$ cat src/rtl/rrfp_pkg.sv
// Shared types and codes for the row record field parser.
// No dependencies; imported by every module of the block.
package rrfp_pkg;

  // Schema limits and field widths
  localparam int MAX_COLUMNS = 16;
  localparam int COL_W       = 5;
  localparam int TYPE_BITS   = 16;
  localparam int CFG_IDX_W   = 2;
  localparam int CFG_DATA_W  = 16;

  // Configuration register indexes
  localparam logic [CFG_IDX_W-1:0] REG_COLUMN_COUNT      = 2'd0;
  localparam logic [CFG_IDX_W-1:0] REG_COLUMN_IS_INTEGER = 2'd1;

  // Byte role codes
  localparam logic [2:0] ROLE_INT     = 3'd0;
  localparam logic [2:0] ROLE_LEN_LO  = 3'd1;
  localparam logic [2:0] ROLE_LEN_HI  = 3'd2;
  localparam logic [2:0] ROLE_TEXT    = 3'd3;
  localparam logic [2:0] ROLE_TRAIL   = 3'd4;

  // Record status codes
  localparam logic [1:0] STAT_BUSY    = 2'd0;
  localparam logic [1:0] STAT_DONE    = 2'd1;
  localparam logic [1:0] STAT_TRUNC   = 2'd2;

  // Schema as held in the configuration registers
  typedef struct packed {
    logic [COL_W-1:0]     column_count;
    logic [TYPE_BITS-1:0] column_is_integer;
  } cfg_t;

  // One registered input request
  typedef struct packed {
    logic [7:0] record_byte;
    logic       last_of_record;
  } item_t;

endpackage

$ cat src/rtl/rrfp_in_stage.sv
// Input register stage of the row record field parser.
// Depends on rrfp_pkg for the item type.
module rrfp_in_stage (
  input  logic           clk,
  input  logic           rst,
  input  logic           in_valid,
  output logic           in_ready,
  input  logic [7:0]     record_byte,
  input  logic           last_of_record,
  output logic           item_valid,
  input  logic           item_ready,
  output rrfp_pkg::item_t item
);
  import rrfp_pkg::*;

  logic in_take;

  // Accept a new request when empty or when the held one moves on
  assign in_ready = !item_valid || item_ready;
  assign in_take  = in_valid && in_ready;

  // Valid flag
  always_ff @(posedge clk) begin
    if (rst) begin
      item_valid <= 1'b0;
    end else if (in_take) begin
      item_valid <= 1'b1;
    end else if (item_ready) begin
      item_valid <= 1'b0;
    end
  end

  // Payload
  always_ff @(posedge clk) begin
    if (in_take) begin
      item.record_byte    <= record_byte;
      item.last_of_record <= last_of_record;
    end
  end

endmodule

$ cat src/rtl/rrfp_parse_core.sv
// Parse state and result register of the row record field parser.
// Depends on rrfp_pkg for schema, item type and role/status codes.
module rrfp_parse_core (
  input  logic                         clk,
  input  logic                         rst,
  input  rrfp_pkg::cfg_t               cfg,
  input  logic                         item_valid,
  output logic                         item_ready,
  input  rrfp_pkg::item_t              item,
  output logic                         out_valid,
  input  logic                         out_ready,
  output logic [rrfp_pkg::COL_W-1:0]   column_index,
  output logic [2:0]                   byte_role,
  output logic [7:0]                   byte_out,
  output logic signed [31:0]           field_value,
  output logic                         value_valid,
  output logic                         record_end,
  output logic [1:0]                   record_status
);
  import rrfp_pkg::*;

  typedef enum logic [1:0] {
    PH_START,
    PH_INT,
    PH_LEN_HI,
    PH_TEXT
  } phase_t;

  phase_t           phase, phase_next;
  logic [COL_W-1:0] cur_col, cur_col_next;
  logic [1:0]       int_cnt, int_cnt_next;
  logic [15:0]      text_left, text_left_next;
  logic [31:0]      acc, acc_next;

  logic [COL_W-1:0] count;
  logic             in_schema;
  logic             is_int;
  logic             take;
  logic [15:0]      len;
  logic [COL_W-1:0] res_col;
  logic [2:0]       res_role;
  logic [31:0]      res_value;
  logic             res_valid;
  logic [1:0]       res_status;

  assign item_ready = !out_valid || out_ready;
  assign take       = item_valid && item_ready;

  // Effective column count and type of the current column
  assign count = (cfg.column_count > COL_W'(MAX_COLUMNS)) ? COL_W'(MAX_COLUMNS)
                                                          : cfg.column_count;
  assign in_schema = cur_col < count;
  assign is_int    = (cur_col < COL_W'(TYPE_BITS)) ?
                     cfg.column_is_integer[cur_col[$clog2(TYPE_BITS)-1:0]] : 1'b0;
  assign len       = {item.record_byte, acc[7:0]};

  // Next state and result for the held byte
  always_comb begin
    phase_next     = phase;
    cur_col_next   = cur_col;
    int_cnt_next   = int_cnt;
    text_left_next = text_left;
    acc_next       = acc;
    res_col        = cur_col;
    res_role       = ROLE_TRAIL;
    res_value      = '0;
    res_valid      = 1'b0;
    res_status     = STAT_BUSY;

    if (!in_schema) begin
      res_col = count;
    end else begin
      case (phase)
        PH_START: begin
          acc_next = {24'd0, item.record_byte};
          if (is_int) begin
            res_role     = ROLE_INT;
            int_cnt_next = 2'd1;
            phase_next   = PH_INT;
          end else begin
            res_role   = ROLE_LEN_LO;
            phase_next = PH_LEN_HI;
          end
        end
        PH_INT: begin
          res_role = ROLE_INT;
          case (int_cnt)
            2'd0:    acc_next[7:0]   = acc[7:0]   | item.record_byte;
            2'd1:    acc_next[15:8]  = acc[15:8]  | item.record_byte;
            2'd2:    acc_next[23:16] = acc[23:16] | item.record_byte;
            default: acc_next[31:24] = acc[31:24] | item.record_byte;
          endcase
          if (int_cnt == 2'd3) begin
            res_value      = acc_next;
            res_valid      = 1'b1;
            cur_col_next   = cur_col + 1'b1;
            phase_next     = PH_START;
            int_cnt_next   = 2'd0;
            text_left_next = '0;
          end else begin
            int_cnt_next = int_cnt + 1'b1;
          end
        end
        PH_LEN_HI: begin
          res_role  = ROLE_LEN_HI;
          res_value = {16'd0, len};
          res_valid = 1'b1;
          if (len == 16'd0) begin
            cur_col_next   = cur_col + 1'b1;
            phase_next     = PH_START;
            int_cnt_next   = 2'd0;
            text_left_next = '0;
          end else begin
            text_left_next = len;
            phase_next     = PH_TEXT;
          end
        end
        default: begin
          res_role = ROLE_TEXT;
          if (text_left <= 16'd1) begin
            cur_col_next   = cur_col + 1'b1;
            phase_next     = PH_START;
            int_cnt_next   = 2'd0;
            text_left_next = '0;
          end else begin
            text_left_next = text_left - 1'b1;
          end
        end
      endcase
    end

    // Record end: report completeness, then restart parsing
    if (item.last_of_record) begin
      res_status     = (cur_col_next >= count) ? STAT_DONE : STAT_TRUNC;
      cur_col_next   = '0;
      phase_next     = PH_START;
      int_cnt_next   = 2'd0;
      text_left_next = '0;
      acc_next       = '0;
    end
  end

  // Parse state and accumulator
  always_ff @(posedge clk) begin
    if (rst) begin
      phase     <= PH_START;
      cur_col   <= '0;
      int_cnt   <= 2'd0;
      text_left <= '0;
      acc       <= '0;
    end else if (take) begin
      phase     <= phase_next;
      cur_col   <= cur_col_next;
      int_cnt   <= int_cnt_next;
      text_left <= text_left_next;
      acc       <= acc_next;
    end
  end

  // Result register valid
  always_ff @(posedge clk) begin
    if (rst) begin
      out_valid <= 1'b0;
    end else if (take) begin
      out_valid <= 1'b1;
    end else if (out_ready) begin
      out_valid <= 1'b0;
    end
  end

  // Result register payload
  always_ff @(posedge clk) begin
    if (take) begin
      column_index  <= res_col;
      byte_role     <= res_role;
      byte_out      <= item.record_byte;
      field_value   <= res_value;
      value_valid   <= res_valid;
      record_end    <= item.last_of_record;
      record_status <= res_status;
    end
  end

  // Column pointer never passes the schema limit
  a_col_bound: assert property (@(posedge clk) disable iff (rst)
    cur_col <= COL_W'(MAX_COLUMNS))
    else $error("column pointer beyond schema limit");

  // A record end restarts parsing at the first column
  a_end_restart: assert property (@(posedge clk) disable iff (rst)
    take && item.last_of_record |=> cur_col == '0 && phase == PH_START)
    else $error("parse state not cleared after record end");

  // Status only on the record's last byte
  a_status_end: assert property (@(posedge clk) disable iff (rst)
    out_valid |-> ((record_status != STAT_BUSY) == record_end))
    else $error("record status without record end");

  // Values only on integer or length-high bytes
  a_value_role: assert property (@(posedge clk) disable iff (rst)
    out_valid && value_valid |-> (byte_role == ROLE_INT || byte_role == ROLE_LEN_HI))
    else $error("value reported on wrong byte role");

endmodule

$ cat src/rtl/row_record_field_parser.sv
// Row record field parser: top level with configuration registers.
// Depends on rrfp_pkg, rrfp_in_stage and rrfp_parse_core.
//
// Usage:
//   Row bytes enter on the in channel (in_valid/in_ready), one request per
//   byte with last_of_record marking the row's final byte. Each byte gives
//   exactly one result on the out channel (out_valid/out_ready): its
//   column, its role, any completed integer or text length, and on the
//   last byte the record status.
//   The schema is written on the cfg channel (cfg_valid/cfg_ready,
//   cfg_index, cfg_data): index 0 column count, index 1 the per-column
//   integer bits. Writes are always taken; write only while idle.
// Timing:
//   An accepted byte is loaded into the input register; the parse step
//   then loads the result register from it, where it waits for the
//   receiver. One byte per cycle is sustained while out_ready stays high;
//   the parse state update is a loop through the parse state registers.
// Reset and stall:
//   rst clears the schema, the parse state and both valid flags. When the
//   receiver holds out_ready low the result register holds, one more byte
//   waits in the input register, and in_ready then drops.
module row_record_field_parser (
  input  logic                            clk,
  input  logic                            rst,
  input  logic                            cfg_valid,
  output logic                            cfg_ready,
  input  logic [rrfp_pkg::CFG_IDX_W-1:0]  cfg_index,
  input  logic [rrfp_pkg::CFG_DATA_W-1:0] cfg_data,
  input  logic                            in_valid,
  output logic                            in_ready,
  input  logic [7:0]                      record_byte,
  input  logic                            last_of_record,
  output logic                            out_valid,
  input  logic                            out_ready,
  output logic [rrfp_pkg::COL_W-1:0]      column_index,
  output logic [2:0]                      byte_role,
  output logic [7:0]                      byte_out,
  output logic signed [31:0]              field_value,
  output logic                            value_valid,
  output logic                            record_end,
  output logic [1:0]                      record_status
);
  import rrfp_pkg::*;

  cfg_t  cfg;
  item_t item;
  logic  item_valid;
  logic  item_ready;

  assign cfg_ready = 1'b1;

  // Schema registers
  always_ff @(posedge clk) begin
    if (rst) begin
      cfg <= '0;
    end else if (cfg_valid) begin
      case (cfg_index)
        REG_COLUMN_COUNT:      cfg.column_count      <= cfg_data[COL_W-1:0];
        REG_COLUMN_IS_INTEGER: cfg.column_is_integer <= cfg_data[TYPE_BITS-1:0];
        default: ;
      endcase
    end
  end

  rrfp_in_stage u_in_stage (
    .clk            (clk),
    .rst            (rst),
    .in_valid       (in_valid),
    .in_ready       (in_ready),
    .record_byte    (record_byte),
    .last_of_record (last_of_record),
    .item_valid     (item_valid),
    .item_ready     (item_ready),
    .item           (item)
  );

  rrfp_parse_core u_parse_core (
    .clk           (clk),
    .rst           (rst),
    .cfg           (cfg),
    .item_valid    (item_valid),
    .item_ready    (item_ready),
    .item          (item),
    .out_valid     (out_valid),
    .out_ready     (out_ready),
    .column_index  (column_index),
    .byte_role     (byte_role),
    .byte_out      (byte_out),
    .field_value   (field_value),
    .value_valid   (value_valid),
    .record_end    (record_end),
    .record_status (record_status)
  );

endmodule

$ cat config.mk
export PLATFORM = sky130hd
export DESIGN_NAME = row_record_field_parser
export DESIGN_NICKNAME = d
export VERILOG_FILES = /design/src/rtl/rrfp_pkg.sv /design/src/rtl/rrfp_in_stage.sv /design/src/rtl/rrfp_parse_core.sv /design/src/rtl/row_record_field_parser.sv
export SDC_FILE = /design/constraint.sdc
export NUM_CORES = 1
export LEC_CHECK = 0
export BUFFER_PORTS_ARGS = -buffer_cell sky130_fd_sc_hd__buf_2
export CAP_MARGIN = 20
export CORE_MARGIN = 5
export CORE_UTILIZATION = 55
export CTS_CLUSTER_SIZE = 40
export DETAILED_ROUTE_END_ITERATION = 10
export PLACE_DENSITY_LB_ADDON = 0.2
export SKIP_CTS_REPAIR_TIMING = 1
export SYNTH_ARGS = -nofsm -noshare
export SYNTH_HDL_FRONTEND = slang
export SYNTH_SLANG_ARGS = --single-unit
$ cat constraint.sdc
create_clock -name clk -period 8.9 [get_ports clk]
set_input_delay 0.445 -clock clk [delete_from_list [all_inputs] [get_ports clk]]
set_output_delay 0.445 -clock clk [all_outputs]
set_load 0.02 [all_outputs]
==> reports/metrics.csv, run 1 <==
stage,metric,value,unit
status,status,"finished, final reports clean",
yosys,synthesized flop and latch total,141,
setup_path,Startpoint Class,register,
timing,setup tns final,0,ns
final_layout,Final Non-Filler Cells,862,
global_route,first-pass GRT wire length,24700,um
place,Detailed Place HPWL,10300,um
floorplan,Rows,39,
final_layout,fin area,0.00740,sq mm
yosys,"EDFF count, synth",61,
floorplan,die area,0.0137,sq mm
flow_run,Max Cap Viol,0,
worst_hold_path,Worst Hold Class,primary input to register,
global_route,initial antenna violation count,0,
clocking,clk buf depth,2,
place,Setup WS pre-CTS,4.72,ns
global_route,GRT Total Usage,0.232,
floorplan,initial core utilization,0.556,
yosys,Post-Synthesis Cells,640,
floorplan,core area,0.0113,sq mm
clocking,H-Tree Depth,4,
final_layout,P&R area growth vs syn,17.7,%
yosys,Yosys warnings,0,
yosys,post-synth cell types,65,
floorplan,Die X,117,um
timing,final hold violations,0,
yosys,share of the synthesized area in the top cell type,0.291,
yosys,Synth Net Count,692,
floorplan,Die Height,117,um
yosys,Syn Area/Cell,9.83,sq um
final_layout,"most common cell after layout, fill and taps aside",nor2_1,
timing,Final WS setup,4.65,ns
timing,RSZ-0062 raised after global routing,false,
power_and_ir_drop,PD cells,215,mW/mm^2
power_and_ir_drop,VDD IR-drop max,0.000139,V
yosys,Post-synth ARST share,0,
route,Routed Antenna Nets,0,
timing,max-slew violations,0,
route,detailed-router iteration count before antenna repair,8,
route,wire per inst,17.7,um
route,DRT iter0 DRCs,462,
power_and_ir_drop,overall power,1.59,mW
setup_path,"Worst Path Class, Setup",register to register,
route,Via Count,5136,
clocking,CTS tree,built,
route,routed wire length,15200,um
clocking,clock sink count,141,
global_route,grt ovf,0,
final_layout,Final Net Count,758,
global_route,vias in the first global route,4896,
final_layout,n_diodes,0,
clocking,clk_lat worst skew,0.42,ns
place,RD Place Congestion,0.880,
timing,clock skew,0.00536,ns
final_layout,fin util,0.654,
route,via/cell ratio,5.96,
setup_path,Critical Path RT,9.06,ns
timing,setup violators final,0,
place,area post-placement,0.00675,sq mm
yosys,Post-Syn Area,0.00629,sq mm
timing,Peak Freq,0.235,GHz
clocking,Num CTS Buffers,17,
yosys,main flop type after synthesis,dfxtp_1,
clocking,Root Buffer,clkbuf_16,
timing,worst hold slack,0.198,ns
setup_path,crit-path max FO,19,
final_layout,share of cells above drive strength 1,0.193,
place,I/O Buffers,85,
yosys,sequential area share after synthesis,0.546,
setup_path,crit end category,register,
timing,Max-slew headroom,0.289,
yosys,leading area contributor after synthesis,edfxtp_1,
route,# DRC,0,
floorplan,Ports,87,
clocking,clock-pin slew on the worst setup and hold paths,0.06,ns
final_layout,most frequent cells in the layout,"92 x nor2_1, 85 x buf_2, 80 x dfxtp_1",
place,placed insts,830,
global_route,pin count of the biggest net entering global routing,39,
timing,Slew @ Worst Pin,1.07,ns
timing,fin crit share,0.478,
yosys,largest cells by area after synthesis,"edfxtp_1 29%, dfxtp_1 25%, nor2_1 5.5%, nand2_1 4.1%, a21oi_1 4.1%",
timing,Tmin final,4.25,ns
power_and_ir_drop,LEAKAGE,2.76,nW
setup_path,crit path DAT,4.42,ns
## Yosys cell counts (2+ instances only)
library cell,count
and2_0,2
o21a_1,3
nor3_1,11
a21oi_1,51
a22o_1,11
a211oi_1,2
dfxtp_1,80
and2_1,3
and3_1,7
mux2i_1,10
a41oi_1,2
o21ai_2,2
nand2b_1,5
a22oi_1,25
nor4_1,7
xor2_1,7
buf_2,3
edfxtp_1,61
nand2_1,69
inv_1,17
o2bb2ai_1,4
a21o_1,2
nor2b_1,6
a31oi_1,26
ha_1,20
nor2_1,92
a21oi_2,2
o21ai_0,29
or3_2,3
o21ai_1,2
mux2_2,2
clkbuf_1,34
mux4_2,2
nand3_1,7
## flip-flops by register name (all words and copies together), names as in the netlist
register / cells
u_parse_core.field_value: 32
u_parse_core.record_end: 1
u_parse_core.value_valid: 1
u_parse_core.column_index: 5
u_parse_core.phase: 2
u_parse_core.byte_role: 3
u_parse_core.cur_col: 5
u_parse_core.acc: 32
u_parse_core.out_valid: 1
u_parse_core.int_cnt: 2
cfg: 21
u_in_stage.item_valid: 1
u_in_stage.item: 9
u_parse_core.text_left: 16
u_parse_core.byte_out: 8
u_parse_core.record_status: 2
## where the power goes
part	switching [mW]	internal, mW	leakage, nW
clock	0.273	0.506	0.314
sequential	0.0159	0.693	1.23
combinational	0.0689	0.0319	1.22
total	0.358	1.23	2.76
## routing by layer
| layer | up-vias | GRT usage | share of wire |
|---|---|---|---|
| met5 | - | 0 | 0 |
| met4 | 0 | 0.0948 | 0.029 |
| met3 | 36 | 0.0396 | 0.076 |
| met2 | 218 | 0.399 | 0.49 |
| met1 | 2436 | 0.290 | 0.40 |
| li1 | 2446 | - | - |
## path summary, 6_finish.rpt
check / startpoint / endpoint / slack [ns] / cells past startpoint
max reg2reg: cfg[20]$_SDFFE_PP0P_ / u_parse_core.record_status[0]$_SDFFCE_PN0P_ / 4.65 / 17
min: record_byte[6] / u_in_stage.item[7]$_DFFE_PP_ / 0.20 / 1
min reg2reg: cfg[6]$_SDFFE_PP0P_ / cfg[6]$_SDFFE_PP0P_ / 0.45 / 2
max: cfg[20]$_SDFFE_PP0P_ / u_parse_core.record_status[0]$_SDFFCE_PN0P_ / 4.65 / 17
## cell families after synthesis
| family | share of synthesized area |
|---|---|
| other | 0.000596 |
| AND/OR/NAND/NOR | 0.164 |
| buffers and inverters | 0.0370 |
| AO/OA/AOI/OAI | 0.175 |
| flip-flops | 0.546 |
| adder cells (fa/ha/maj) | 0.0398 |
| multiplexers | 0.0266 |
| XOR/XNOR | 0.0111 |
## final cells by class
cell class	instances	area [sq um]
inverter	18	67.6
timing repair buffer	87	440
clock inverter	13	210
clock buffer	19	443
multi-input combinational	441	2630
sequential	141	3430
fill	894	3920
tap	143	179
## critical path: stages, from the launching register on
cell and delay, ns:
dfxtp_1 0.32, inv_1 0.15, nand2_1 0.13, ha_1 0.31
and3_1 0.18, a221o_1 0.39, a21oi_2 0.67, inv_2 0.21
nor3b_4 0.39, mux2i_1 0.13, ha_1 0.29, nand2b_1 0.15
a21oi_1 0.16, nor2b_1 0.07, o21ai_0 0.17, nand2b_1 0.08
a21oi_1 0.17, nor2_1 0.05
(Power assumes the default switching activity.)
==> run 2, diff against run 1 <==
--- a/config.mk
+++ b/config.mk
@@ -8,7 +8,7 @@
 export BUFFER_PORTS_ARGS = -buffer_cell sky130_fd_sc_hd__buf_2
 export CAP_MARGIN = 20
 export CORE_MARGIN = 5
-export CORE_UTILIZATION = 55
+export CORE_UTILIZATION = 52
 export CTS_CLUSTER_SIZE = 40
 export DETAILED_ROUTE_END_ITERATION = 10
 export PLACE_DENSITY_LB_ADDON = 0.2
==> constraint.sdc (replaced) <==
create_clock -name clk -period 3.7 [get_ports clk]
set_input_delay 0.185 -clock clk [delete_from_list [all_inputs] [get_ports clk]]
set_output_delay 0.185 -clock clk [all_outputs]
set_load 0.02 [all_outputs]
==> run 2 against run 1 <==
The flow now finishes with violations (hold timing); setup slack worse by 4.4 ns; total power is 130% higher; sequential share of layout area down 1.6 points.
==> reports/metrics.csv, run 2 (synthesis results as in run 1) <==
stage,metric,value,unit,change
setup_path,crit end category,register,,unchanged
setup_path,reg2reg start,cfg[20]$_SDFFE_PP0P_,,unchanged
clocking,clock sink count,141,,unchanged
power_and_ir_drop,VDD IR-drop max,0.000327,V,was 0.000139 V
clocking,Root Buffer,clkbuf_16,,unchanged
floorplan,Die X,120,um,was 117 um
global_route,GRT Total Usage,0.219,,was 0.232
route,DRT iter0 DRCs,469,,was 462
floorplan,Die Height,120,um,was 117 um
timing,fin crit share,0.940,,was 0.478
setup_path,r2r endpoint,u_parse_core.record_status[0]$_SDFFCE_PN0P_,,unchanged
worst_hold_path,hold path cells,3,,was 1
final_layout,Final Non-Filler Cells,902,,was 862
route,Via Count,5216,,was 5136
route,detailed-router iteration count before antenna repair,5,,was 8
flow_run,Max Cap Viol,0,,unchanged
place,I/O Buffers,85,,unchanged
timing,Tmin final,3.48,ns,was 4.25 ns
power_and_ir_drop,Seq pwr share,0.454,,was 0.446
route,via/cell ratio,5.78,,was 5.96
power_and_ir_drop,LEAKAGE,2.92,nW,was 2.76 nW
route,Routed Antenna Nets,0,,unchanged
clocking,H-Tree Depth,4,,unchanged
timing,worst hold slack,-0.00359,ns,was 0.198 ns
timing,Peak Freq,0.287,GHz,was 0.235 GHz
timing,max-slew violations,0,,unchanged
setup_path,crit path DAT,3.65,ns,was 4.42 ns
status,failing checks,hold timing,,
global_route,grt ovf,0,,unchanged
global_route,initial antenna violation count,0,,unchanged
global_route,pin count of the biggest net entering global routing,39,,unchanged
clocking,CTS tree,built,,unchanged
power_and_ir_drop,overall power,3.71,mW,was 1.59 mW
setup_path,crit-path max FO,7,,was 19
route,routed wire length,15300,um,was 15200 um
final_layout,n_diodes,0,,unchanged
timing,setup violators final,0,,unchanged
power_and_ir_drop,internal power,2.88,mW,was 1.23 mW
power_and_ir_drop,PD cells,484,mW/mm^2,was 215 mW/mm^2
setup_path,Startpoint Class,register,,unchanged
power_and_ir_drop,combinational share of power,0.077,,was 0.063
timing,Max-slew headroom,0.371,,was 0.289
timing,final hold violations,4,,was 0
clocking,Num CTS Buffers,17,,unchanged
floorplan,Ports,87,,unchanged
clocking,clock-pin slew on the worst setup and hold paths,0.06,ns,about the same
power_and_ir_drop,switching power,0.834,mW,was 0.358 mW
floorplan,initial core utilization,0.526,,was 0.556
global_route,first-pass GRT wire length,24900,um,was 24700 um
clocking,clk_lat worst skew,0.42,ns,about the same
final_layout,P&R area growth vs syn,22.0,%,was 17.7%
floorplan,core area,0.0120,sq mm,was 0.0113 sq mm
clocking,clk buf depth,2,,unchanged
setup_path,R2R depth,17,,unchanged
final_layout,Final Net Count,794,,was 758
route,wire per inst,17.0,um,was 17.7 um
route,# DRC,0,,unchanged
final_layout,"most common cell after layout, fill and taps aside",nor2_1,,unchanged
floorplan,Rows,40,,was 39
floorplan,die area,0.0144,sq mm,was 0.0137 sq mm
final_layout,share of cells above drive strength 1,0.216,,was 0.193
setup_path,R2R Setup Slk,0.22,ns,was 4.65 ns
power_and_ir_drop,sw frac,0.225,,about the same
worst_hold_path,Hold Path Origin,cfg_data[10],,was record_byte[6]
final_layout,fin util,0.642,,was 0.654
worst_hold_path,hold path endpoint,cfg[10]$_SDFFE_PP0P_,,was u_in_stage.item[7]$_DFFE_PP_
setup_path,"Worst Path Class, Setup",register to register,,unchanged
place,placed insts,854,,was 830
status,status,"complete, but fails checks",,"was finished, final reports clean"
final_layout,number of fill cells,984,,was 894
timing,Slew @ Worst Pin,0.941,ns,was 1.07 ns
place,RD Place Congestion,0.891,,was 0.880
power_and_ir_drop,clock network fraction of design power,0.469,,was 0.490
place,Detailed Place HPWL,10700,um,was 10300 um
global_route,vias in the first global route,4928,,was 4896
timing,clock skew,0.00918,ns,was 0.00536 ns
final_layout,most frequent cells in the layout,"92 x nor2_1, 85 x buf_2, 80 x dfxtp_1",,unchanged
worst_hold_path,Worst Hold Class,primary input to register,,unchanged
final_layout,biggest regs,"u_parse_core.acc (32), u_parse_core.field_value (32), cfg (21)",,unchanged
setup_path,Critical Path RT,3.87,ns,was 9.06 ns
-- run 2: cell types whose count changed in the layout (fill, tap and decap cells not counted), moves of 2 or more --
cell           delta
bufinv_16         -2
clkbuf_1          +2
dlygate4sd3_1    +11
inv_6             -3
buf_4            +24
o21ai_1           +2
-- run 2: metal layers --
layer  GRT usage  vias to the layer above  part of all wire
met5           0                        -                 0
met4      0.0909                        0             0.028
met3      0.0523                       35             0.067
met2       0.354                      197              0.47
met1       0.282                     2471              0.43
li1            -                     2513                 -
-- run 2: power groups by stage --
stage / clock network (mW) / logic [mW] / registers (mW)
floorplan: 0 / 0.143 / 1.75
global placement: 0 / 0.264 / 1.72
detailed placement: 0 / 0.268 / 1.72
CTS: 1.76 / 0.268 / 1.69
global route: 1.84 / 0.310 / 1.69
finish: 1.74 / 0.285 / 1.69
-- run 2: final cells by class --
cell class                      count  area, sq um  area share
Clock inverter                     10          136      0.0178
Tap cell                          147          184      0.0240
Timing Repair Buffer              123          742      0.0967
Clock buffer                       22          475      0.0619
Multi-Input combinational cell    441         2640       0.344
Sequential cell                   141         3430       0.447
Inverter                           18         67.6     0.00880
-- run 2: through the flow --
step	worst slack [ns]	instance area, sq um	hold slack (ns)	setup TNS (ns)
3_5_place_dp	0.0958	6900	0.366	0
4_1_cts	0.0982	7510	-0.0732	0
6_report	0.221	7680	-0.00359	0
2_1_floorplan	0.289	6290	0.284	0
5_1_grt	-0.0420	7680	0.00141	-0.0420
3_3_place_gp	0.192	6900	0.363	0
-- run 2: how the worst max path moves through the flow --
stage	depth (start not counted)	slack, ns	startpoint	endpoint
global placement	18	0.19	cfg[20]$_SDFFE_PP0P_	u_parse_core.record_status[0]$_SDFFCE_PN0P_
finish	17	0.22	cfg[20]$_SDFFE_PP0P_	u_parse_core.record_status[0]$_SDFFCE_PN0P_
floorplan	17	0.29	cfg[20]$_SDFFE_PP0P_	u_parse_core.record_status[0]$_SDFFCE_PN0P_
global route	17	-0.04	cfg[20]$_SDFFE_PP0P_	u_parse_core.record_status[0]$_SDFFCE_PN0P_
CTS	18	0.1	cfg[20]$_SDFFE_PP0P_	u_parse_core.record_status[0]$_SDFFCE_PN0P_
detailed placement	18	0.1	cfg[20]$_SDFFE_PP0P_	u_parse_core.record_status[0]$_SDFFCE_PN0P_
-- run 2: critical path, stage by stage (launching register included) --
cell and delay (ns):
dfxtp_1 0.34, inv_2 0.10, nand2_1 0.12, ha_1 0.31, and3_1 0.17, a221o_1 0.37
a21oi_2 0.19, inv_2 0.12, nor3b_4 0.33, mux2i_1 0.14, ha_1 0.28, nand2b_1 0.14
a21oi_1 0.14, nor2b_1 0.06, o21ai_1 0.12, nand2b_1 0.08, a21oi_2 0.15, nor2_1 0.05
